--- src/fixed_width_decimal_formatter_unit_defines.svh ---
`ifndef FIXED_WIDTH_DECIMAL_FORMATTER_UNIT_DEFINES_SVH
`define FIXED_WIDTH_DECIMAL_FORMATTER_UNIT_DEFINES_SVH

// same-cycle implication, checked outside reset
`define FWDF_ASSERT_NOW(label, clk, rst, ante, cons) \
   label: assert property (@(posedge clk) disable iff (rst) (ante) |-> (cons)) \
      else $error("fwdf assertion failed");

// next-cycle implication, checked outside reset
`define FWDF_ASSERT_NEXT(label, clk, rst, ante, cons) \
   label: assert property (@(posedge clk) disable iff (rst) (ante) |=> (cons)) \
      else $error("fwdf assertion failed");

`endif

--- src/fwdf_pkg.sv ---
package fwdf_pkg;

   localparam int MAG_BITS           = 32;
   localparam int CNT_W              = $clog2(MAG_BITS);
   localparam int BCD_DIGITS         = 10;
   localparam int DEFAULT_MAX_DIGITS = 10;
   localparam int STEP_W             = 2;

   localparam logic [5:0] CH_SPACE = 6'd32;
   localparam logic [5:0] CH_MINUS = 6'd45;
   localparam logic [5:0] CH_ZERO  = 6'd48;

   localparam logic [7:0] ADV_SMALL   = 8'd6;
   localparam logic [7:0] ADV_LARGE   = 8'd8;
   localparam logic [7:0] PITCH_SMALL = 8'd4;
   localparam logic [7:0] PITCH_LARGE = 8'd8;

   typedef enum logic [1:0] {
      COND_NO_START  = 2'd0,
      COND_CONV_MORE = 2'd1,
      COND_LEN_ZERO  = 2'd2,
      COND_IDX_MORE  = 2'd3
   } cond_type;

   typedef struct packed {
      logic              wait_start;
      logic              convert;
      logic              emit_sign;
      logic              emit_digit;
      cond_type          cond;
      logic [STEP_W-1:0] target;
   } ucode_word_type;

   typedef struct packed {
      logic load;
      logic convert;
      logic emit_sign;
      logic emit_digit;
   } ctrl_type;

   typedef struct packed {
      logic conv_more;
      logic len_zero;
      logic idx_more;
   } status_type;

   localparam logic [STEP_W-1:0] STEP_IDLE  = 2'd0;
   localparam logic [STEP_W-1:0] STEP_CONV  = 2'd1;
   localparam logic [STEP_W-1:0] STEP_SIGN  = 2'd2;
   localparam logic [STEP_W-1:0] STEP_DIGIT = 2'd3;

   // jump to target when the condition holds, else fall through (wraps to idle)
   function automatic ucode_word_type ucode(input logic [STEP_W-1:0] step);
      ucode_word_type w;
      w = '0;
      unique case (step)
         STEP_IDLE: begin
            w.wait_start = 1'b1;
            w.cond       = COND_NO_START;
            w.target     = STEP_IDLE;
         end
         STEP_CONV: begin
            w.convert = 1'b1;
            w.cond    = COND_CONV_MORE;
            w.target  = STEP_CONV;
         end
         STEP_SIGN: begin
            w.emit_sign = 1'b1;
            w.cond      = COND_LEN_ZERO;
            w.target    = STEP_IDLE;
         end
         STEP_DIGIT: begin
            w.emit_digit = 1'b1;
            w.cond       = COND_IDX_MORE;
            w.target     = STEP_DIGIT;
         end
      endcase
      return w;
   endfunction

endpackage

--- src/fixed_width_decimal_formatter_unit.sv ---
// sequence: after the start beat the conversion loop runs, then the sign step registers a
// minus beat for a negative number, then the digit loop registers one character beat per cycle
// a new number is taken only once the sequencer is back in idle, after the 32-step
// bit-serial conversion loop, the sign step and the one-character-per-cycle emit loop
// results are strobed for one cycle each; the receiver cannot stall
// synchronous active-high reset returns the sequencer to idle and large_font to 0
module fixed_width_decimal_formatter_unit #(
   parameter int MAX_DIGITS = fwdf_pkg::DEFAULT_MAX_DIGITS
) (
   input  logic               clock,
   input  logic               reset,
   input  logic               start,
   output logic               busy,
   input  logic signed [31:0] req_value,
   input  logic [3:0]         req_digit_count,
   input  logic [7:0]         req_start_column,
   input  logic [5:0]         req_start_row,
   input  logic               csr_write_enable,
   input  logic               csr_write_data,
   output logic               rsp_valid,
   output logic [5:0]         rsp_char_code,
   output logic [7:0]         rsp_column,
   output logic [5:0]         rsp_row,
   output logic               rsp_last
);

   `include "fixed_width_decimal_formatter_unit_defines.svh"

   fwdf_pkg::ctrl_type   ctrl;
   fwdf_pkg::status_type status;

   fwdf_sequencer u_seq (
      .clock  (clock),
      .reset  (reset),
      .start  (start),
      .status (status),
      .ctrl   (ctrl),
      .busy   (busy)
   );

   fwdf_datapath #(
      .MAX_DIGITS (MAX_DIGITS)
   ) u_dp (
      .clock            (clock),
      .reset            (reset),
      .ctrl             (ctrl),
      .status           (status),
      .req_value        (req_value),
      .req_digit_count  (req_digit_count),
      .req_start_column (req_start_column),
      .req_start_row    (req_start_row),
      .csr_write_enable (csr_write_enable),
      .csr_write_data   (csr_write_data),
      .rsp_valid        (rsp_valid),
      .rsp_char_code    (rsp_char_code),
      .rsp_column       (rsp_column),
      .rsp_row          (rsp_row),
      .rsp_last         (rsp_last)
   );

   // a start beat always begins the conversion loop
   `FWDF_ASSERT_NEXT(a_start_goes_busy, clock, reset, start && !busy, busy)
   // a beat seen once the sequencer is idle again closes its number
   `FWDF_ASSERT_NOW(a_idle_beat_is_last, clock, reset, rsp_valid && !busy, rsp_last)
   // no beat directly follows the last one of a number
   `FWDF_ASSERT_NEXT(a_gap_after_last, clock, reset, rsp_valid && rsp_last, !rsp_valid)

endmodule

--- src/fwdf_sequencer.sv ---
module fwdf_sequencer (
   input  logic                 clock,
   input  logic                 reset,
   input  logic                 start,
   input  fwdf_pkg::status_type status,
   output fwdf_pkg::ctrl_type   ctrl,
   output logic                 busy
);

   logic [fwdf_pkg::STEP_W-1:0] pc_ff, pc_in;
   fwdf_pkg::ucode_word_type    word;
   logic                        cond_hit;

   assign word = fwdf_pkg::ucode(pc_ff);

   always_comb begin
      unique case (word.cond)
         fwdf_pkg::COND_NO_START:  cond_hit = ~start;
         fwdf_pkg::COND_CONV_MORE: cond_hit = status.conv_more;
         fwdf_pkg::COND_LEN_ZERO:  cond_hit = status.len_zero;
         fwdf_pkg::COND_IDX_MORE:  cond_hit = status.idx_more;
         default:                  cond_hit = 1'b0;
      endcase
      pc_in = cond_hit ? word.target : pc_ff + 1'b1;
   end

   always_ff @(posedge clock) begin
      if (reset) begin
         pc_ff <= fwdf_pkg::STEP_IDLE;
      end else begin
         pc_ff <= pc_in;
      end
   end

   assign ctrl.load       = word.wait_start & start;
   assign ctrl.convert    = word.convert;
   assign ctrl.emit_sign  = word.emit_sign;
   assign ctrl.emit_digit = word.emit_digit;
   assign busy            = ~word.wait_start;

endmodule

--- src/fwdf_datapath.sv ---
module fwdf_datapath #(
   parameter int MAX_DIGITS = fwdf_pkg::DEFAULT_MAX_DIGITS
) (
   input  logic                 clock,
   input  logic                 reset,
   input  fwdf_pkg::ctrl_type   ctrl,
   output fwdf_pkg::status_type status,
   input  logic signed [31:0]   req_value,
   input  logic [3:0]           req_digit_count,
   input  logic [7:0]           req_start_column,
   input  logic [5:0]           req_start_row,
   input  logic                 csr_write_enable,
   input  logic                 csr_write_data,
   output logic                 rsp_valid,
   output logic [5:0]           rsp_char_code,
   output logic [7:0]           rsp_column,
   output logic [5:0]           rsp_row,
   output logic                 rsp_last
);

   localparam int LEN_W = $clog2(MAX_DIGITS + 1);
   localparam int IDX_W = (MAX_DIGITS > 1) ? $clog2(MAX_DIGITS) : 1;

   logic [fwdf_pkg::MAG_BITS-1:0] mag_ff, mag_in;
   logic [3:0]                    bcd_ff [fwdf_pkg::BCD_DIGITS];
   logic [3:0]                    bcd_in [fwdf_pkg::BCD_DIGITS];
   logic [3:0]                    adj    [fwdf_pkg::BCD_DIGITS];
   logic [fwdf_pkg::CNT_W-1:0]    cnt_ff, cnt_in;
   logic                          neg_ff, neg_in;
   logic [LEN_W-1:0]              len_ff, len_in;
   logic [IDX_W-1:0]              idx_ff, idx_in;
   logic [7:0]                    col_ff, col_in;
   logic [5:0]                    row_ff, row_in;
   logic                          shown_ff, shown_in;
   logic                          large_font_ff, large_font_in;
   logic                          rsp_valid_ff, rsp_valid_in;
   logic [5:0]                    rsp_code_ff, rsp_code_in;
   logic [7:0]                    rsp_col_ff, rsp_col_in;
   logic [5:0]                    rsp_row_ff, rsp_row_in;
   logic                          rsp_last_ff, rsp_last_in;
   logic [3:0]                    cur_digit;
   logic                          blank;

   assign cur_digit = bcd_ff[idx_ff];
   assign blank     = ~shown_ff && (idx_ff != '0) && (cur_digit == 4'd0);

   // double dabble correction per digit
   always_comb begin
      for (int i = 0; i < fwdf_pkg::BCD_DIGITS; i++) begin
         adj[i] = (bcd_ff[i] >= 4'd5) ? bcd_ff[i] + 4'd3 : bcd_ff[i];
      end
   end

   always_comb begin
      mag_in        = mag_ff;
      bcd_in        = bcd_ff;
      cnt_in        = cnt_ff;
      neg_in        = neg_ff;
      len_in        = len_ff;
      idx_in        = idx_ff;
      col_in        = col_ff;
      row_in        = row_ff;
      shown_in      = shown_ff;
      large_font_in = csr_write_enable ? csr_write_data : large_font_ff;
      rsp_valid_in  = 1'b0;
      rsp_code_in   = rsp_code_ff;
      rsp_col_in    = rsp_col_ff;
      rsp_row_in    = rsp_row_ff;
      rsp_last_in   = rsp_last_ff;

      if (ctrl.load) begin
         neg_in   = req_value[31];
         mag_in   = req_value[31] ? 32'(-req_value) : 32'(req_value);
         for (int i = 0; i < fwdf_pkg::BCD_DIGITS; i++) begin
            bcd_in[i] = 4'd0;
         end
         cnt_in   = '0;
         len_in   = (req_digit_count > 4'(MAX_DIGITS)) ? LEN_W'(MAX_DIGITS)
                                                       : LEN_W'(req_digit_count);
         col_in   = req_start_column;
         row_in   = req_start_row;
         shown_in = 1'b0;
      end

      if (ctrl.convert) begin
         bcd_in[0] = {adj[0][2:0], mag_ff[fwdf_pkg::MAG_BITS-1]};
         for (int i = 1; i < fwdf_pkg::BCD_DIGITS; i++) begin
            bcd_in[i] = {adj[i][2:0], adj[i-1][3]};
         end
         mag_in = {mag_ff[fwdf_pkg::MAG_BITS-2:0], 1'b0};
         cnt_in = cnt_ff + 1'b1;
      end

      if (ctrl.emit_sign) begin
         idx_in = IDX_W'(len_ff - 1'b1);
         if (neg_ff) begin
            rsp_valid_in = 1'b1;
            rsp_code_in  = fwdf_pkg::CH_MINUS;
            rsp_col_in   = col_ff;
            rsp_row_in   = row_ff;
            rsp_last_in  = (len_ff == '0);
            col_in       = col_ff + (large_font_ff ? fwdf_pkg::ADV_LARGE
                                                   : fwdf_pkg::ADV_SMALL);
         end
      end

      if (ctrl.emit_digit) begin
         rsp_valid_in = 1'b1;
         rsp_code_in  = blank ? fwdf_pkg::CH_SPACE : fwdf_pkg::CH_ZERO + 6'(cur_digit);
         rsp_col_in   = col_ff;
         rsp_row_in   = row_ff;
         rsp_last_in  = (idx_ff == '0);
         shown_in     = shown_ff | ~blank;
         col_in       = col_ff + (large_font_ff ? fwdf_pkg::PITCH_LARGE
                                                : fwdf_pkg::PITCH_SMALL);
         idx_in       = idx_ff - 1'b1;
      end
   end

   always_ff @(posedge clock) begin
      if (reset) begin
         large_font_ff <= 1'b0;
         rsp_valid_ff  <= 1'b0;
      end else begin
         large_font_ff <= large_font_in;
         rsp_valid_ff  <= rsp_valid_in;
      end
   end

   always_ff @(posedge clock) begin
      mag_ff      <= mag_in;
      bcd_ff      <= bcd_in;
      cnt_ff      <= cnt_in;
      neg_ff      <= neg_in;
      len_ff      <= len_in;
      idx_ff      <= idx_in;
      col_ff      <= col_in;
      row_ff      <= row_in;
      shown_ff    <= shown_in;
      rsp_code_ff <= rsp_code_in;
      rsp_col_ff  <= rsp_col_in;
      rsp_row_ff  <= rsp_row_in;
      rsp_last_ff <= rsp_last_in;
   end

   assign status.conv_more = (cnt_ff != fwdf_pkg::CNT_W'(fwdf_pkg::MAG_BITS - 1));
   assign status.len_zero  = (len_ff == '0);
   assign status.idx_more  = (idx_ff != '0);

   assign rsp_valid     = rsp_valid_ff;
   assign rsp_char_code = rsp_code_ff;
   assign rsp_column    = rsp_col_ff;
   assign rsp_row       = rsp_row_ff;
   assign rsp_last      = rsp_last_ff;

endmodule

--- config.mk ---
export PLATFORM = sky130hd
export DESIGN_NAME = fixed_width_decimal_formatter_unit
export DESIGN_NICKNAME = d
export VERILOG_FILES = /design/src/fwdf_pkg.sv /design/src/fixed_width_decimal_formatter_unit.sv /design/src/fwdf_sequencer.sv /design/src/fwdf_datapath.sv
export VERILOG_INCLUDE_DIRS = /design/src /design/src/src
export SDC_FILE = /design/constraint.sdc
export NUM_CORES = 1
export LEC_CHECK = 0
export BUFFER_PORTS_ARGS = -buffer_cell sky130_fd_sc_hd__buf_2
export CAP_MARGIN = 40
export CORE_MARGIN = 5
export CORE_UTILIZATION = 46
export CTS_CLUSTER_DIAMETER = 100
export DETAILED_ROUTE_END_ITERATION = 6
export PLACE_DENSITY = 0.76
export SYNTH_ARGS = -nofsm -noshare
export SYNTH_HDL_FRONTEND = slang
export SYNTH_SLANG_ARGS = --single-unit
--- constraint.sdc ---
create_clock -name clock -period 4.8 [get_ports clock]
set_clock_uncertainty 0.05 [all_clocks]
set_input_delay 1.2 -clock clock [delete_from_list [all_inputs] [get_ports clock]]
set_output_delay 1.2 -clock clock [all_outputs]
set_load 0.01 [all_outputs]
# Yosys cells after proc, flatten, opt, wreduce, memory -nomap -nowiden
# Index checks and enable logic that the tools add are counted.
# W data, S select, Z words.
[word_totals]
ff_bits = 126
latch_bits = 0
mem_bits_rw = 0
romBits = 0
input_bits = 55
output_inout_bits = 23
word_cells = 136
n_memories = 0
[op_classes]
addsub = 18
n_mul = 0
div_mod_pow = 0
order_cmp = 12
eq_ne = 7
n_shift = 0
n_mux = 53
bitwise = 7
reduce_logical = 13
[ops]
columns = ["op", "count"]
rows = [
  ["$mux W32", 3],
  ["$mux W40", 2],
  ["$mux W4", 15],
  ["$mux W8", 7],
  ["$mux W6", 7],
  ["$ge A4 B3 Y1 const B", 10],
  ["$add A4 B2 Y4 const B", 9],
  ["$neg A32 Y32", 1],
  ["$add A8 B8 Y8", 2],
  ["$bmux W4 S4", 1],
  ["$pmux W4 S4", 1],
  ["$logic_not A4 Y1", 3],
  ["$mux W1", 12],
  ["$mux W5", 2],
  ["$eq A2 B2 Y1 const B", 4],
  ["$reduce_bool A2 Y1", 4],
  ["$sub A4 B1 Y4 const B", 2],
  ["$add A5 B5 Y6 const A", 1],
  ["$add A5 B1 Y5 const B", 1],
  ["$ge A5 B5 Y1 const B", 1],
  ["$ne A5 B5 Y1 const B", 1],
  ["$not A4 Y5", 1],
  ["$eq A2 B1 Y1 const B", 2],
  ["$gt A4 B4 Y1 const B", 1],
  ["12 further kinds", 17],
]

# Logic depth before layout (Yosys ltp)
# Gate-level depths: netlist (run 1).
[depth]
ltp_word = 9
ltp_mapped = 8
ltp_nobuf = 8

# Hierarchy
# Synthesis (run 1) repeated with hierarchy kept, for this count alone.
[hier_totals]
cells_unflattened = 669
area_unflattened_um2 = 7284.5
[by_module_without_submodules]
columns = ["mod", "instances", "cells_each", "area_per_inst_um2", "seq_area_each_um2"]
rows = [
  ["fwdf_datapath", 1, 646, 7059.3, 3603.5],
  ["fwdf_sequencer", 1, 23, 225.2, 40.0],
]

# Worst setup path before layout (run 1)
# No wires, ideal clock.
[synth_path]
kind = "input -> register"
start = "in start"
end = "reg u_dp.bcd_ff[0] (netlist name) (enable)"
setup_ns = 0.447
t_arrival_ns = 3.282
required_time_ns = 4.303
slack_ns = 1.021
stages = 3
n_path_buf = 1
path_cell_list = "nand2_1 clkbuf_1 nand2b_1"
[synth_between]
elab_chain_cells = 2
[synth_rtl]
columns = ["item", "line_no", "text"]
rows = [
  ["from (decl)", "fixed_width_decimal_formatter_unit.sv:12", "input logic start,"],
  ["$and A1 B1 Y1", "fwdf_sequencer.sv:35", "assign ctrl.load = word.wait_start & start;"],
  ["$reduce_bool A2 Y1 (no source line)", "--", ""],
  ["to (signal assigned)", "fwdf_datapath.sv:132", "bcd_ff <= bcd_in;"],
  ["to (decl)", "fwdf_datapath.sv:25", "logic [3:0] bcd_ff [fwdf_pkg::BCD_DIGITS];"],
]
# Every way passes these cells.
# A chain may end at the register's enable or synchronous reset.

# Final worst setup path (run 1)
[layout_path]
start = "in req_value[1]"
end = "reg u_dp.mag_ff[26] (netlist name) (data pin)"
[layout_between]
elab_chain_cells = 4
[layout_rtl]
columns = ["item", "line_no", "text"]
rows = [
  ["from (decl)", "fixed_width_decimal_formatter_unit.sv:14", "input logic signed [31:0] req_value,"],
  ["$neg A32 Y32", "fwdf_datapath.sv:73", "mag_in = req_value[31] ? 32'(-req_value) : 32'(req_value);"],
  ["$mux W32", "fwdf_datapath.sv:73", ""],
  ["$mux W32", "fwdf_datapath.sv:71", "if (ctrl.load) begin"],
  ["$mux W32", "fwdf_datapath.sv:85", "if (ctrl.convert) begin"],
  ["net u_dp.mag_in, one bit", "fwdf_datapath.sv:24", "logic [fwdf_pkg::MAG_BITS-1:0] mag_ff, mag_in;"],
  ["to (signal assigned)", "fwdf_datapath.sv:131", "mag_ff <= mag_in;"],
  ["to (decl)", "fwdf_datapath.sv:24", ""],
]
# The timed path passes the listed nets, and every way through them passes these cells. The select of a mux whose other input is x is not followed.

==> results of run 1 <==
-- state kept, by name (all words and copies together) (netlist names) --
signal              flops
u_dp.bcd_ff            40
u_dp.mag_ff            32
u_dp.col_ff             8
u_dp.rsp_column         8
u_dp.row_ff             6
u_dp.rsp_row            6
u_dp.cnt_ff             5
u_dp.rsp_char_code      5
u_dp.idx_ff             4
u_dp.len_ff             4
u_seq.pc_ff             2
u_dp.large_font_ff      1
u_dp.neg_ff             1
u_dp.rsp_last           1
u_dp.rsp_valid          1
u_dp.shown_ff           1
-- path summary, 6_finish.rpt --
check	start	to	slack, ns	cells past startpoint
worst max register to register	u_seq.pc_ff[0]$_SDFF_PP0_	u_dp.rsp_char_code[3]$_SDFFCE_PN1P_	2.09	4
worst min-delay path	u_dp.row_ff[0]$_DFFE_PP_	u_dp.rsp_row[0]$_DFFE_PP_	0.37	0
worst min register to register	u_dp.row_ff[0]$_DFFE_PP_	u_dp.rsp_row[0]$_DFFE_PP_	0.37	0
worst max-delay path	req_value[1]	u_dp.mag_ff[26]$_DFFE_PP_	1.80	8
-- synthesized netlist by cell type (all sizes together), types with 10 or more instances --
cell type  count  area share (%)
nor2          27             1.4
a21boi        10             1.1
a22o          20             2.5
a21oi         20             1.4
nand2b        18             1.7
clkbuf        26             1.4
xnor2         36             4.4
nor3b         12             1.3
ha            33             5.8
mux2i         28             3.9
nand2         65             3.4
nand3         11            0.77
and2          26             2.3
dfxtp         11             3.1
edfxtp       114              48
xor2          15             1.8
inv           34             1.8
o21ai         32             2.2
o31ai         14             1.5
-- per-stage QoR --
step                      worst slack, ns  instances  total power, mW
after floorplan                      1.02        645             3.55
after global placement               1.51        881             3.91
after detailed placement             1.41        883             4.09
after CTS                            1.82        914             5.42
after global routing                 1.64        915             5.76
final                                1.80        915             5.39
-- layout make-up --
cell class	instances	area, um^2
Fill cell	1271	6900
Sequential cell	125	3640
Multi-Input combinational cell	454	3240
Timing Repair Buffer	81	453
Clock buffer	17	425
Tap cell	188	235
Clock inverter	14	171
Inverter	36	135
-- metal layers --
layer | GRT usage, % | vias up | wire [um]
li1 | - | 2508 | -
met1 | 21.5 | 2526 | 6410
met2 | 28.6 | 155 | 7470
met3 | 4.10 | 19 | 766
met4 | 5.43 | 0 | 202
met5 | 0 | - | 0
-- worst max-delay path: cells and delay by family --
family / cells / cell delay (ns)
fa+ha+maj: 1 / 0.14
buf+inv: 2 / 0.17
simple gates: 4 / 1.27
compound gates: 1 / 0.33
-- power by group through the flow --
| stage | clock network, mW | registers [mW] | logic, mW |
|---|---|---|---|
| after floorplan | 0 | 2.13 | 1.42 |
| after global placement | 0 | 2.22 | 1.69 |
| after detailed placement | 0 | 2.23 | 1.86 |
| after CTS | 1.32 | 2.22 | 1.88 |
| after global routing | 1.37 | 2.28 | 2.10 |
| final | 1.29 | 2.22 | 1.87 |
-- logic make-up after synthesis --
logic type,synth area share (%)
AO/OA/AOI/OAI,14.3
AND/OR/NAND/NOR,14.3
XOR/XNOR,6.27
buffers and inverters,3.67
flip-flops,51.1
other,0.0526
adder cells (fa/ha/maj),6.35
multiplexers,3.93
==> impl_results.md, run 1 <==
- Post-synthesis sequential area ratio: 51.1%
- Max stage delay on crit path: 0.44 ns
- Synth Net Count: 735
- Power Density: 649 nW/um^2
- Fmax: 0.333 GHz
- Maxcap violations: 0
- Hold Vio Cnt, Final: 0
- Hold_ws: 0.368 ns
- Routability cong.: 0.868
- Most frequent cells in the layout: edfxtp_1 (114), buf_2 (76), nand2_1 (65), xnor2_1 (36), inv_1 (33)
- Cts hold-fix bufs: 0
- Crit path launch type: primary input
- Tcrit/Tclk final: 62.5%
- Crit-path max FO: 7
- Post-route ant nets: 0
- Fin. max-slew vios: 0
- Number of DRC markers in iteration 0: 412
- Die Y-Extent: 134 um
- Worst-path cell chain: buf_2, inv_1, ha_1, nor3b_1, nand4b_1, nor4_1, nor3_1, a311o_1
- Synth Instances: 645
- Hold crit path type: reg -> reg
- Number of setup buffers added after CTS: 0
- Total CTS buffers: 17
- Net Sw Frac: 36.1%
- IR drop worst, VDD: 0.312 mV
- TritonCTS Sinks: 125
- WL final: 14,900 um
- Static Leak: 3.19 nW
- ANT cells: 0
- Worst-Margin Slew: 0.868 ns
- Worst Setup End Kind: flip-flop
- Sum Neg Setup Slack: 0 ns
- 1st-pass router iterations: 5
- Die ar.: 18,100 um^2
- P_int: 3.45 mW
- Synthesis-stage register bit count: 125
- CTS root buf: clkbuf_16
- H-tree depth: 4
- CP required: 4.92 ns
- Initial Utilization: 46.9%
- Clk_lat worst skew: 0.42 ns
- Worst Setup Path Type: in -> reg
- Final worst path period need: 3.00 ns
- I/O Buffers: 76
- Gr ovfl total: 0
- Final nets: 805
- WL/cell: 16.2 um
- Layout cells sized above 1: 17.2%
- DRC: 0
- Arrival @ worst endpoint: 3.12 ns
- Netlist cell types: 59
- Netlist Area Pre-Place: 7130 um^2
- Drt via density: 5.69
- Post-synth EDFFs: 114
- Setup Viol. Count Final: 0
- Post-CTS sizing: 0
- Ys Warns: 0
- Num rows: 45
- Core area: 15,200 um^2
- FFs w/ async S/R, synth: 0%
- Layout Area Growth over Synthesis: 16.4%
- Antenna violations before repair: 0
- Mean Syn Cell Area: 11.1 um^2
- Status: finished, final reports clean
- RSZ-0062 raised after global routing: false
- First-pass GRT wire length: 25,100 um
- Vias in the first global route: 5,264
- Clk pwr share: 24.0%
- DP Area: 7690 um^2
- Post-layout util: 54.6%
- Worst path slowest cell: nor3b_1
- Detailed Place HPWL: 10,400 um
- Clk slew on worst S/H paths: 0.06 ns
- Die W: 134 um
- Via count: 5,208
- Largest net degree at the start of global routing: 63
- Top Ports: 78
- Slew margin rel.: 42.1%
- CTS tree: built
- Final Cell Area: 8300 um^2
- Flop pwr share: 41.2%
- Primary FF master, synth: edfxtp_1
- Total track usage: 16.9%
- Clock Path Buffers: 2
- Comb power frac: 34.7%
- Commonest non-fill, non-tap cell in the layout: edfxtp_1
- Switching power: 1.94 mW
(Power assumes the default switching activity.)
==> run 2, diff against run 1 <==
==> constraint.sdc (replaced) <==
create_clock -name clock -period 3 [get_ports clock]
set_clock_uncertainty 0.05 [all_clocks]
set_input_delay 0.75 -clock clock [delete_from_list [all_inputs] [get_ports clock]]
set_output_delay 0.75 -clock clock [all_outputs]
set_load 0.01 [all_outputs]
==> impl_results.md, run 2 (synthesis gave the netlist of run 1 again) <==
- Maxcap violations: 0 (unchanged)
- Number of DRC markers in iteration 0: 412 (unchanged)
- Die W: 134 um (unchanged)
- Cell family with most CP delay: simple AND/OR/NAND/NOR gates
- Power Density: 1050 nW/um^2 (+62%)
- Initial Utilization: 46.9% (unchanged)
- Final nets: 814 (+1.1%)
- Die ar.: 18,100 um^2 (unchanged)
- Total CTS buffers: 17 (unchanged)
- DRC: 0 (unchanged)
- CTS tree: built
- Worst path slowest cell: nor3_1
- CP required: 3.11 ns (-1.81 ns)
- First-pass GRT wire length: 25,200 um (+0.39%)
- Regs by FF count: u_dp.bcd_ff (40), u_dp.mag_ff (32)
- Fmax: 0.423 GHz
- Worst-path cell chain: buf_2, nor3_1, nand2_1, nor3_1, a211o_1, nand3_1
- Clk_lat worst skew: 0.42 ns (about the same)
- Number of setup buffers added after CTS: 0 (unchanged)
- WL final: 15,100 um (+1.4%)
- Detailed Place HPWL: 10,700 um (+2.8%)
- I/O Buffers: 76 (unchanged)
- Cts hold-fix bufs: 0 (unchanged)
- Core area: 15,200 um^2 (unchanged)
- Status: finished, final reports clean
- RSZ-0062 raised after global routing: false
- Clk slew on worst S/H paths: 0.06 ns (about the same)
- Layout Area Growth over Synthesis: 18.0%
- Worst-Margin Slew: 0.599 ns (-0.269 ns)
- Via count: 5,244 (+0.69%)
- WL/cell: 16.3 um (+0.32%)
- Setup slack after layout: 0.636 ns (-1.16 ns)
- Post-CTS sizing: 0 (unchanged)
- Top reg by flops: u_dp.bcd_ff
- Fin. max-slew vios: 0 (unchanged)
- Total track usage: 17.1% (+0.20 points)
- Hold Vio Cnt, Final: 0 (unchanged)
- Sum Neg Setup Slack: 0 ns (unchanged)
- Area of the multi-input gates: 3230 um^2 (-0.15%)
- Static Leak: 3.27 nW (+2.5%)
- Arrival @ worst endpoint: 2.47 ns (-0.65 ns)
- Worst Setup Path Type: in -> reg
- 1st-pass router iterations: 5 (unchanged)
- Antenna violations before repair: 0 (unchanged)
- Max reg flops: 40 (unchanged)
- ANT cells: 0 (unchanged)
- Hold crit path type: reg -> reg
- Top Ports: 78 (unchanged)
- Die Y-Extent: 134 um (unchanged)
- Tot Pwr: 8.85 mW (+64%)
- Drt via density: 5.67 (-0.40%)
- FILL cells: 1,285 (+1.1%)
- H-tree depth: 4 (unchanged)
- DP Worst Slack: 0.262 ns (-1.14 ns)
- CTS root buf: clkbuf_16
- Largest net degree at the start of global routing: 45 (-29%)
- Crit path top cell by count: nor3_1
- Crit path launch type: primary input
- Layout cells sized above 1: 18.3% (+1.1 points)
- Commonest non-fill, non-tap cell in the layout: edfxtp_1
- Post-route ant nets: 0 (unchanged)
- Setup Viol. Count Final: 0 (unchanged)
- Vias in the first global route: 5,344 (+1.5%)
- Max stage delay on crit path: 0.57 ns (+0.13 ns)
- Gr ovfl total: 0 (unchanged)
- IR drop worst, VDD: 0.516 mV (+65%)
- Register area: 3640 um^2 (unchanged)
- CP bufs+invs: 1 (-1)
- Crit-path max FO: 11 (+4)
- Tcrit/Tclk final: 78.8%
- Routability cong.: 0.884 (+1.9%)
- Slew margin rel.: 59.8% (+18 points)
- Clock Path Buffers: 2 (unchanged)
- Num rows: 45 (unchanged)
- Final worst path period need: 2.36 ns
- Most frequent cells in the layout: edfxtp_1 (114), buf_2 (76), nand2_1 (65), xnor2_1 (36), inv_1 (33)
- Worst Setup End Kind: flip-flop
- TritonCTS Sinks: 125 (unchanged)
run 2: cell count changes in the layout (fill, tap and decap cells not counted):
cell and delta:
nand2b_2 +1, buf_4 +11, clkinvlp_4 -3, buf_12 +1
buf_16 -1, buf_8 -2, bufinv_16 +3, clkinv_2 +1
nand2b_4 -1
run 2: cell type report:
cell class                 instances  area share (%)
multi-input combinational        454            38.4
timing repair buffer              90            5.92
clock inverter                    15            2.90
inverter                          36            1.61
sequential                       125            43.3
clock buffer                      17            5.06
tap                              188            2.80
run 2: layer usage:
| layer | wire length (um) | track usage (%) | vias to the layer above |
|---|---|---|---|
| li1 | - | - | 2532 |
| met1 | 6610 | 22.4 | 2528 |
| met2 | 7450 | 27.9 | 171 |
| met3 | 866 | 4.55 | 13 |
| met4 | 138 | 5.43 | 0 |
| met5 | 0 | 0 | - |
run 2: per-stage QoR:
step | area (um^2) | hold slack (ns) | util (%) | instances
final | 8410 | 0.367 | 55.3 | 925
after global routing | 8410 | 0.390 | 55.3 | 925
after CTS | 8410 | 0.370 | 55.3 | 925
after detailed placement | 7740 | 0.358 | 50.9 | 893
after global placement | 7740 | 0.351 | 50.9 | 893
after floorplan | 7130 | 0.350 | - | 645
run 2: report_power, final:
part | total, mW | internal [mW] | switching [mW]
registers | 3.54 | 2.96 | 0.573
clock network | 2.32 | 1.56 | 0.767
logic | 3.00 | 1.24 | 1.76
total | 8.85 | 5.75 | 3.10
run 2: worst paths after layout:
path | start | to | slack (ns) | depth (start not counted)
hold reg to reg | u_dp.row_ff[1]$_DFFE_PP_ | u_dp.rsp_row[1]$_DFFE_PP_ | 0.37 | 0
hold / removal | u_dp.row_ff[1]$_DFFE_PP_ | u_dp.rsp_row[1]$_DFFE_PP_ | 0.37 | 0
setup / recovery | req_value[6] | u_dp.mag_ff[27]$_DFFE_PP_ | 0.64 | 6
setup reg to reg | u_dp.large_font_ff$_SDFFE_PP0P_ | u_dp.col_ff[7]$_DFF_P_ | 0.86 | 8
